**src/rtl/core/bpbcd_pkg.sv**
```systemverilog
// Types, constants and conversion functions for the binary to packed BCD core.
package bpbcd_pkg;

  // Field widths
  localparam int VALUE_W = 64;
  localparam int CODE_W  = 3;
  localparam int BCD_W   = 64;
  localparam int DIGITS  = BCD_W / 4;

  // Largest accepted value is 10^16 - 1, which fits in 54 bits
  localparam int BIN_W           = 54;
  localparam int STEPS_PER_STAGE = 3;
  localparam int NUM_STAGES      = BIN_W / STEPS_PER_STAGE;

  // Size codes
  localparam logic [CODE_W-1:0] SIZE_2  = 3'd0;
  localparam logic [CODE_W-1:0] SIZE_4  = 3'd1;
  localparam logic [CODE_W-1:0] SIZE_6  = 3'd2;
  localparam logic [CODE_W-1:0] SIZE_8  = 3'd3;
  localparam logic [CODE_W-1:0] SIZE_12 = 3'd4;
  localparam logic [CODE_W-1:0] SIZE_16 = 3'd5;

  // Largest value per digit count
  localparam logic [VALUE_W-1:0] MAX_2  = 64'd99;
  localparam logic [VALUE_W-1:0] MAX_4  = 64'd9999;
  localparam logic [VALUE_W-1:0] MAX_6  = 64'd999999;
  localparam logic [VALUE_W-1:0] MAX_8  = 64'd99999999;
  localparam logic [VALUE_W-1:0] MAX_12 = 64'd999999999999;
  localparam logic [VALUE_W-1:0] MAX_16 = 64'd9999999999999999;

  typedef struct packed {
    logic [VALUE_W-1:0] value;
    logic [CODE_W-1:0]  size_code;
  } in_t;

  typedef struct packed {
    logic [BCD_W-1:0] bcd_digits;
    logic             ok;
  } out_t;

  // One pipeline stage: digit accumulator, remaining binary bits, fit flag
  typedef struct packed {
    logic [BCD_W-1:0] bcd;
    logic [BIN_W-1:0] bin;
    logic             ok;
  } stage_t;

  // True when value fits the selected digit count; unused codes never fit
  function automatic logic code_fits(input logic [VALUE_W-1:0] value,
                                     input logic [CODE_W-1:0]  code);
    logic fits;
    unique case (code)
      SIZE_2:  fits = (value <= MAX_2);
      SIZE_4:  fits = (value <= MAX_4);
      SIZE_6:  fits = (value <= MAX_6);
      SIZE_8:  fits = (value <= MAX_8);
      SIZE_12: fits = (value <= MAX_12);
      SIZE_16: fits = (value <= MAX_16);
      default: fits = 1'b0;
    endcase
    return fits;
  endfunction

  // One shift-add-3 step: correct every digit, then shift in the next bit
  function automatic logic [BCD_W-1:0] dabble_step(input logic [BCD_W-1:0] bcd,
                                                   input logic             bin_bit);
    logic [BCD_W-1:0] adj;
    logic [3:0]       nib;
    for (int d = 0; d < DIGITS; d++) begin
      nib          = bcd[4*d +: 4];
      adj[4*d +: 4] = (nib >= 4'd5) ? (nib + 4'd3) : nib;
    end
    return {adj[BCD_W-2:0], bin_bit};
  endfunction

  // A stage's worth of steps, MSB of the binary part first
  function automatic stage_t dabble_stage(input stage_t s);
    stage_t t;
    t = s;
    for (int k = 0; k < STEPS_PER_STAGE; k++) begin
      t.bcd = dabble_step(t.bcd, t.bin[BIN_W-1]);
      t.bin = {t.bin[BIN_W-2:0], 1'b0};
    end
    return t;
  endfunction

endpackage

```
**src/rtl/core/binary_to_packed_bcd_core.sv**
```systemverilog
// Binary to packed BCD converter: range check stage and shift-add-3 pipeline.
// Takes one request per cycle unless a result waits untaken at the output.
// A first register stage checks the value against the selected digit count,
// then 18 stages each run three of the 54 shift-add-3 steps over all 16
// digits. A value that does not fit, or an unused size code, is zeroed at
// entry, so it leaves with ok low and zero digits. When the result is not
// taken the whole pipeline holds in place.
module binary_to_packed_bcd_core (
  input  logic            clk,
  input  logic            rst_n,
  input  logic            in_valid,
  output logic            in_ready,
  input  bpbcd_pkg::in_t  in_data,
  output logic            out_valid,
  input  logic            out_ready,
  output bpbcd_pkg::out_t out_data
);

  localparam int NS = bpbcd_pkg::NUM_STAGES;

  bpbcd_pkg::stage_t pipe_r [0:NS];
  logic [NS:0]       vld_r;
  bpbcd_pkg::stage_t pipe0_nxt;
  logic              adv;
  logic              fits;

  // Global advance: move when the output slot is empty or being taken
  assign adv      = !vld_r[NS] || out_ready;
  assign in_ready = adv;

  // Entry: range check, values that do not fit or carry an unused code enter as zero
  always_comb begin
    fits          = bpbcd_pkg::code_fits(in_data.value, in_data.size_code);
    pipe0_nxt.bcd = '0;
    pipe0_nxt.bin = fits ? in_data.value[bpbcd_pkg::BIN_W-1:0] : '0;
    pipe0_nxt.ok  = fits;
  end

  // Valid bits
  always_ff @(posedge clk) begin
    if (!rst_n) begin
      vld_r <= '0;
    end else if (adv) begin
      vld_r <= {vld_r[NS-1:0], in_valid};
    end
  end

  // Payload stages
  always_ff @(posedge clk) begin
    if (adv) begin
      pipe_r[0] <= pipe0_nxt;
      for (int i = 1; i <= NS; i++) begin
        pipe_r[i] <= bpbcd_pkg::dabble_stage(pipe_r[i-1]);
      end
    end
  end

  // Result
  assign out_valid           = vld_r[NS];
  assign out_data.bcd_digits = pipe_r[NS].bcd;
  assign out_data.ok         = pipe_r[NS].ok;

endmodule

```
**config.mk**
```make
export PLATFORM = sky130hd
export DESIGN_NAME = binary_to_packed_bcd_core
export DESIGN_NICKNAME = d
export VERILOG_FILES = /design/src/rtl/core/bpbcd_pkg.sv /design/src/rtl/core/binary_to_packed_bcd_core.sv
export SDC_FILE = /design/constraint.sdc
export NUM_CORES = 2
export LEC_CHECK = 0
export ABC_AREA = 1
export ABC_CLOCK_PERIOD_IN_PS = 98600
export BUFFER_PORTS_ARGS = -buffer_cell sky130_fd_sc_hd__clkbuf_2
export CORE_MARGIN = 5
export CORE_UTILIZATION = 25
export CTS_CLUSTER_DIAMETER = 120
export DETAILED_ROUTE_END_ITERATION = 7
export PLACE_DENSITY = 0.39
export SYNTH_ARGS = -nofsm -noshare
export SYNTH_HDL_FRONTEND = slang
export SYNTH_SLANG_ARGS = --single-unit
export TNS_END_PERCENT = 5
```
**constraint.sdc**
```tcl
create_clock -name clk -period 98.6 [get_ports clk]
set_input_delay 4.93 -clock clk [delete_from_list [all_inputs] [get_ports clk]]
set_output_delay 4.93 -clock clk [all_outputs]
set_load 0.01 [all_outputs]
```
# Word-level counts from Yosys, hierarchy flattened
# Memories as Yosys holds them, arrays and structs flattened.
# Index checks and enable logic that the tools add are counted.
word_totals:
  regBits: 19
  latch_bits: 0
  mem_bits_rw: 2261
  romBits: 0
  word_cells: 2612
  mem_count: 1
memory_table:
  columns: ["name", "words", "width", "rd", "rd_clocked_by_memory_dff", "write_ports", "line", "source"]
  rows:
  - ["pipe_r", 19, 119, 19, 0, 19, "binary_to_packed_bcd_core.sv:21", "bpbcd_pkg::stage_t pipe_r [0:NS];"]
classes:
  n_addsub: 864
  n_mul: 0
  div: 0
  magnitude_cmp: 870
  n_eq_ne: 5
  shifts: 0
  muxes: 868
  bitwise_logic: 0
  n_reduce_logical: 3
op_table:
  columns: ["op", "count"]
  rows:
  - ["$ge A4 B3 Y1 const B", 864]
  - ["$add A4 B2 Y4 const B", 810]
  - ["$mux W4", 810]
  - ["$add A3 B2 Y3 const B", 54]
  - ["$mux W3", 54]
  - ["$le A64 B14 Y1 const B", 1]
  - ["$le A64 B20 Y1 const B", 1]
  - ["$le A64 B27 Y1 const B", 1]
  - ["$le A64 B40 Y1 const B", 1]
  - ["$le A64 B54 Y1 const B", 1]
  - ["$le A64 B7 Y1 const B", 1]
  - ["$mux W54", 1]
  - ["$eq A3 B2 Y1 const B", 2]
  - ["$eq A3 B3 Y1 const B", 2]
  - ["$pmux W1 S6", 1]
  - ["$eq A3 B1 Y1 const B", 1]
  - ["$logic_not A3 Y1", 1]
  - ["$mux W1", 2]
  - ["$logic_not A1 Y1", 1]
  - ["$logic_or A1 B1 Y1", 1]

# Depth between registers and ports, before layout
# An unclocked memory read counts as a cell.
depth:
  depth_word: 7
  ltp_mapped: 23
  mapped_depth_nobuf: 23

# Worst setup path after synthesis
# Ideal clock, no wire load.
synth_path:
  path_type: "input to output"
  from: "in out_ready"
  to: "out in_ready"
  arrival_time_ps: 37271
  t_required_ps: 93670
  slack_ps: 56399
  cell_stages: 3
  cell_sequence: "nor2_1 -> clkinv_1 -> clkbuf_1"
synth_via:
  elab_chain_cells: 1
synth_rtl:
  columns: ["item", "line", "source"]
  rows:
  - ["from (decl)", "binary_to_packed_bcd_core.sv:15", "input logic out_ready,"]
  - ["$logic_or A1 B1 Y1", "binary_to_packed_bcd_core.sv:28", "assign adv = !vld_r[NS] || out_ready;"]
  - ["to (decl)", "binary_to_packed_bcd_core.sv:12", "output logic in_ready,"]
# Every way passes these cells.

==> impl_results.md <==
- Status: completed
- First-pass GRT wire length: 286000 um
- DRT Pass-1 Iters: 5
- CP peak stage delay: 0.89 ns
- Fin crit period: 11.13 ns
- CP Data Arrival Time: 11.51 ns
- Port Buffers: 137
- GRT Total Usage: 0.0879
- Clock Sinks: about 1200
- Area of the core: 353000 um2
- Overflow after GRT: 0
- Clk slew on worst S/H paths: roughly 0.06 ns
- Synthesized flop and latch total: between 1000 and 1500
- Post-synthesis sequential area ratio: 0.407
- Synth Area in XOR/XNOR: 0.0232
- Largest family of logic cells by synthesized area: simple AND/OR/NAND/NOR gates
- Pwr dens: around 27 nW/um2
- Synth Warn #: 0
- Avg WL per Cell: ~9.6 um
- Die area: 366000 um2
- Cell Rows: between 200 and 250
- VDD IR-drop max: approximately 23 uV
- Compound-Gate Fraction of Synth Area: 0.0693
- Adder-Cell Fraction of Synth Area: 0.106
- I/O Pins: 138
- CTS tree: yes
- Final Slew Violations: 0
- Initial antenna violation count: 2
- Max Clock Freq: 0.0898 GHz
- Placed Instances: 16492
- Relative slew margins: 0.270
- Unrepaired setup endpoints after global routing: no
- Pin count of the biggest net entering global routing: 181
- Crit Path Max Fanout: 80
- Period utilization: 0.113
- Final WL: 160000 um
- Hold Path Class: reg2reg
- CP endpoint kind: register
- Vias per cell: between 4 and 5
- Cts hold-fix bufs: 0
- # nets final: ~13000
- Mean Syn Cell Area: 7.62 um2
- Worst Max-Slew Pin Slew: 1.08 ns
- Initial DRC Count: around 2500
- Vias in the first global route: 64858
- CP required: 98.98 ns
- FFs w/ async S/R, synth: 0
- Endpoints failing hold: 0
- Max Cap Viol: 0
- Finished Layout Cells: 16793
- Die width: between 600 and 700 um
- Family with the most delay on the worst path: buffers and inverters
- Clk root buf: clkbuf_16
- Inserted Clock Buffers: 169
- Crit path buf inv count: 9
- Crit Path Class: in2reg
- Fraction of layout cells with a size suffix above 1: 0.0640
- CP dominant cell by count: buf_4
- Setup TNS: 0 ns
- Die Y: 605 um
- Routed Antenna Nets: 0
- Initial core utilization: 0.251
- Synth Cell Area: 88500 um2
- Synth Area in Simple Gates: 0.293
- Synth Instances: 11616
- Vias after detailed routing: just under 70000
- Main flop type after synthesis: edfxtp_1
- DPL Wire Length: 120000 um
- Worst path cell trace: clkbuf_2, nor2_1, inv_8, buf_4, buf_4, buf_4, buf_4, buf_4, buf_4, buf_4
- Clk_lat worst skew: 0.86 ns
- Post-synthesis mux area share: 0
- Cell variety after synth: 53
- Post-CTS setup buffer count: 0
- Syn_nets: 12434
- Layout area overhead: 13.6%
- CP max stage cell: buf_4
- H-tree Lvls: 4
- Startpoint Class: primary input
- Clock Skew: 0.108 ns
- # setup viols final: 0
- Leakage: 53.7 nW
- Clk buf depth: 4
- Resized Gates After CTS: 0
- Post-synth EDFFs: about 1200
- Gpl congestion: between 0.7 and 0.8
- DRC viols: 0
worst paths after layout:
path / start / endpoint / slack (ns) / depth (start not counted)
worst max-delay path: out_ready / pipe_r[18][75]$_DFFE_PP_ / 87.47 / 10
worst min-delay path: pipe_r[15][48]$_DFFE_PP_ / pipe_r[16][51]$_DFFE_PP_ / 0.39 / 0
worst max register to register: vld_r[18]$_SDFFE_PN0P_ / pipe_r[18][75]$_DFFE_PP_ / 91.30 / 10
worst min register to register: pipe_r[15][48]$_DFFE_PP_ / pipe_r[16][51]$_DFFE_PP_ / 0.39 / 0
worst reg2reg max path: cells and delay by family (launching register included):
family,cells,cell delay (ns)
AND/OR/NAND/NOR,1,0.09
buffers and inverters,9,6.43
flip-flops,1,0.31
cells by family after synthesis:
group | count (synthesis)
AND/OR/NAND/NOR | 5984
buffers and inverters | 2377
flip-flops | 1207
AO/OA/AOI/OAI | 1087
adder cells (fa/ha/maj) | 747
XOR/XNOR | 214
registers in the layout (all words and copies together), names as in the netlist:
name	cells
vld_r	19
pipe_r	1188
synthesized netlist by cell type, types with 5 or more instances:
library cell	count	area, um2
dfxtp_1	19	380
a22o_1	14	123
nand3_1	1087	5440
xor2_2	20	325
edfxtp_1	1188	35700
nand4_2	5	62.6
a21oi_1	180	901
xnor2_1	7	61.3
a31oi_1	5	31.3
nand3_2	62	621
o21a_1	18	135
o21ai_2	101	885
nand2_2	109	682
nor2_2	14	87.6
and2_2	16	120
nand3b_1	101	758
o21bai_1	14	105
nor2_1	523	1960
o211ai_1	16	120
o22ai_1	15	93.8
or2_2	26	163
a21o_1	17	128
nand2_1	3686	13800
buf_6	5	56.3
ha_1	747	9350
o21ai_1	128	641
xor2_1	185	1620
inv_1	2364	8870
nor3_1	24	120
a21oi_2	10	87.6
o21ai_0	557	2790
and2_1	80	500
nand4_1	235	1470
power by group:
group	switching (mW)	internal, mW	total, mW
clock	0.237	0.356	0.593
combinational	0.915	0.505	1.42
sequential	0.0287	0.700	0.729
total	1.18	1.56	2.74
placed cells by master, fill, tap and decap left out, types with 20 or more instances in the layout:
cell and count:
a21oi_1 180, and2_1 80, clkbuf_1 23, clkbuf_16 173, clkbuf_2 137, clkinv_1 33
clkinv_2 33, edfxtp_1 1188, ha_1 747, inv_1 2364, nand2_1 3686, nand2_2 109
nand3_1 1087, nand3_2 62, nand3b_1 101, nand4_1 235, nor2_1 523, nor3_1 24
o21ai_0 557, o21ai_1 128, o21ai_2 101, or2_2 26, xor2_1 185, xor2_2 20
area by class of cell:
| type | instances | area [um2] |
|---|---|---|
| timing repair buffer | 155 | 833 |
| multi-input combinational | 8032 | 43500 |
| inverter | 2368 | 8900 |
| sequential | 1207 | 36100 |
| tap | 4730 | 5920 |
| clock buffer | 196 | 4420 |
| clock inverter | 103 | 932 |
| fill | 37705 | 252000 |
| antenna | 2 | 5.00 |
routing by layer:
layer / track usage / vias up / share of wire
met4: 0.0242 / 0 / 0.024
met3: 0.0139 / 218 / 0.031
met1: 0.110 / 28740 / 0.48
li1: - / 38096 / -
met5: 0 / - / 0
met2: 0.156 / 387 / 0.46
stage by stage:
step / utilization / hold WS (ns) / power [mW] / cell area, um2 / setup WS, ns
detailed placement: 0.270 / 0.405 / 2.18 / 95200 / 86.19
floorplan: - / 0.400 / 1.92 / 88500 / 56.40
CTS: 0.285 / 0.389 / 2.81 / 101000 / 87.10
global route: 0.285 / 0.400 / 3.11 / 101000 / 86.72
finish: 0.285 / 0.390 / 2.74 / 101000 / 87.47
global placement: 0.270 / 0.401 / 2.19 / 95200 / 86.20
Note: power is estimated with default switching activity, not from simulation.
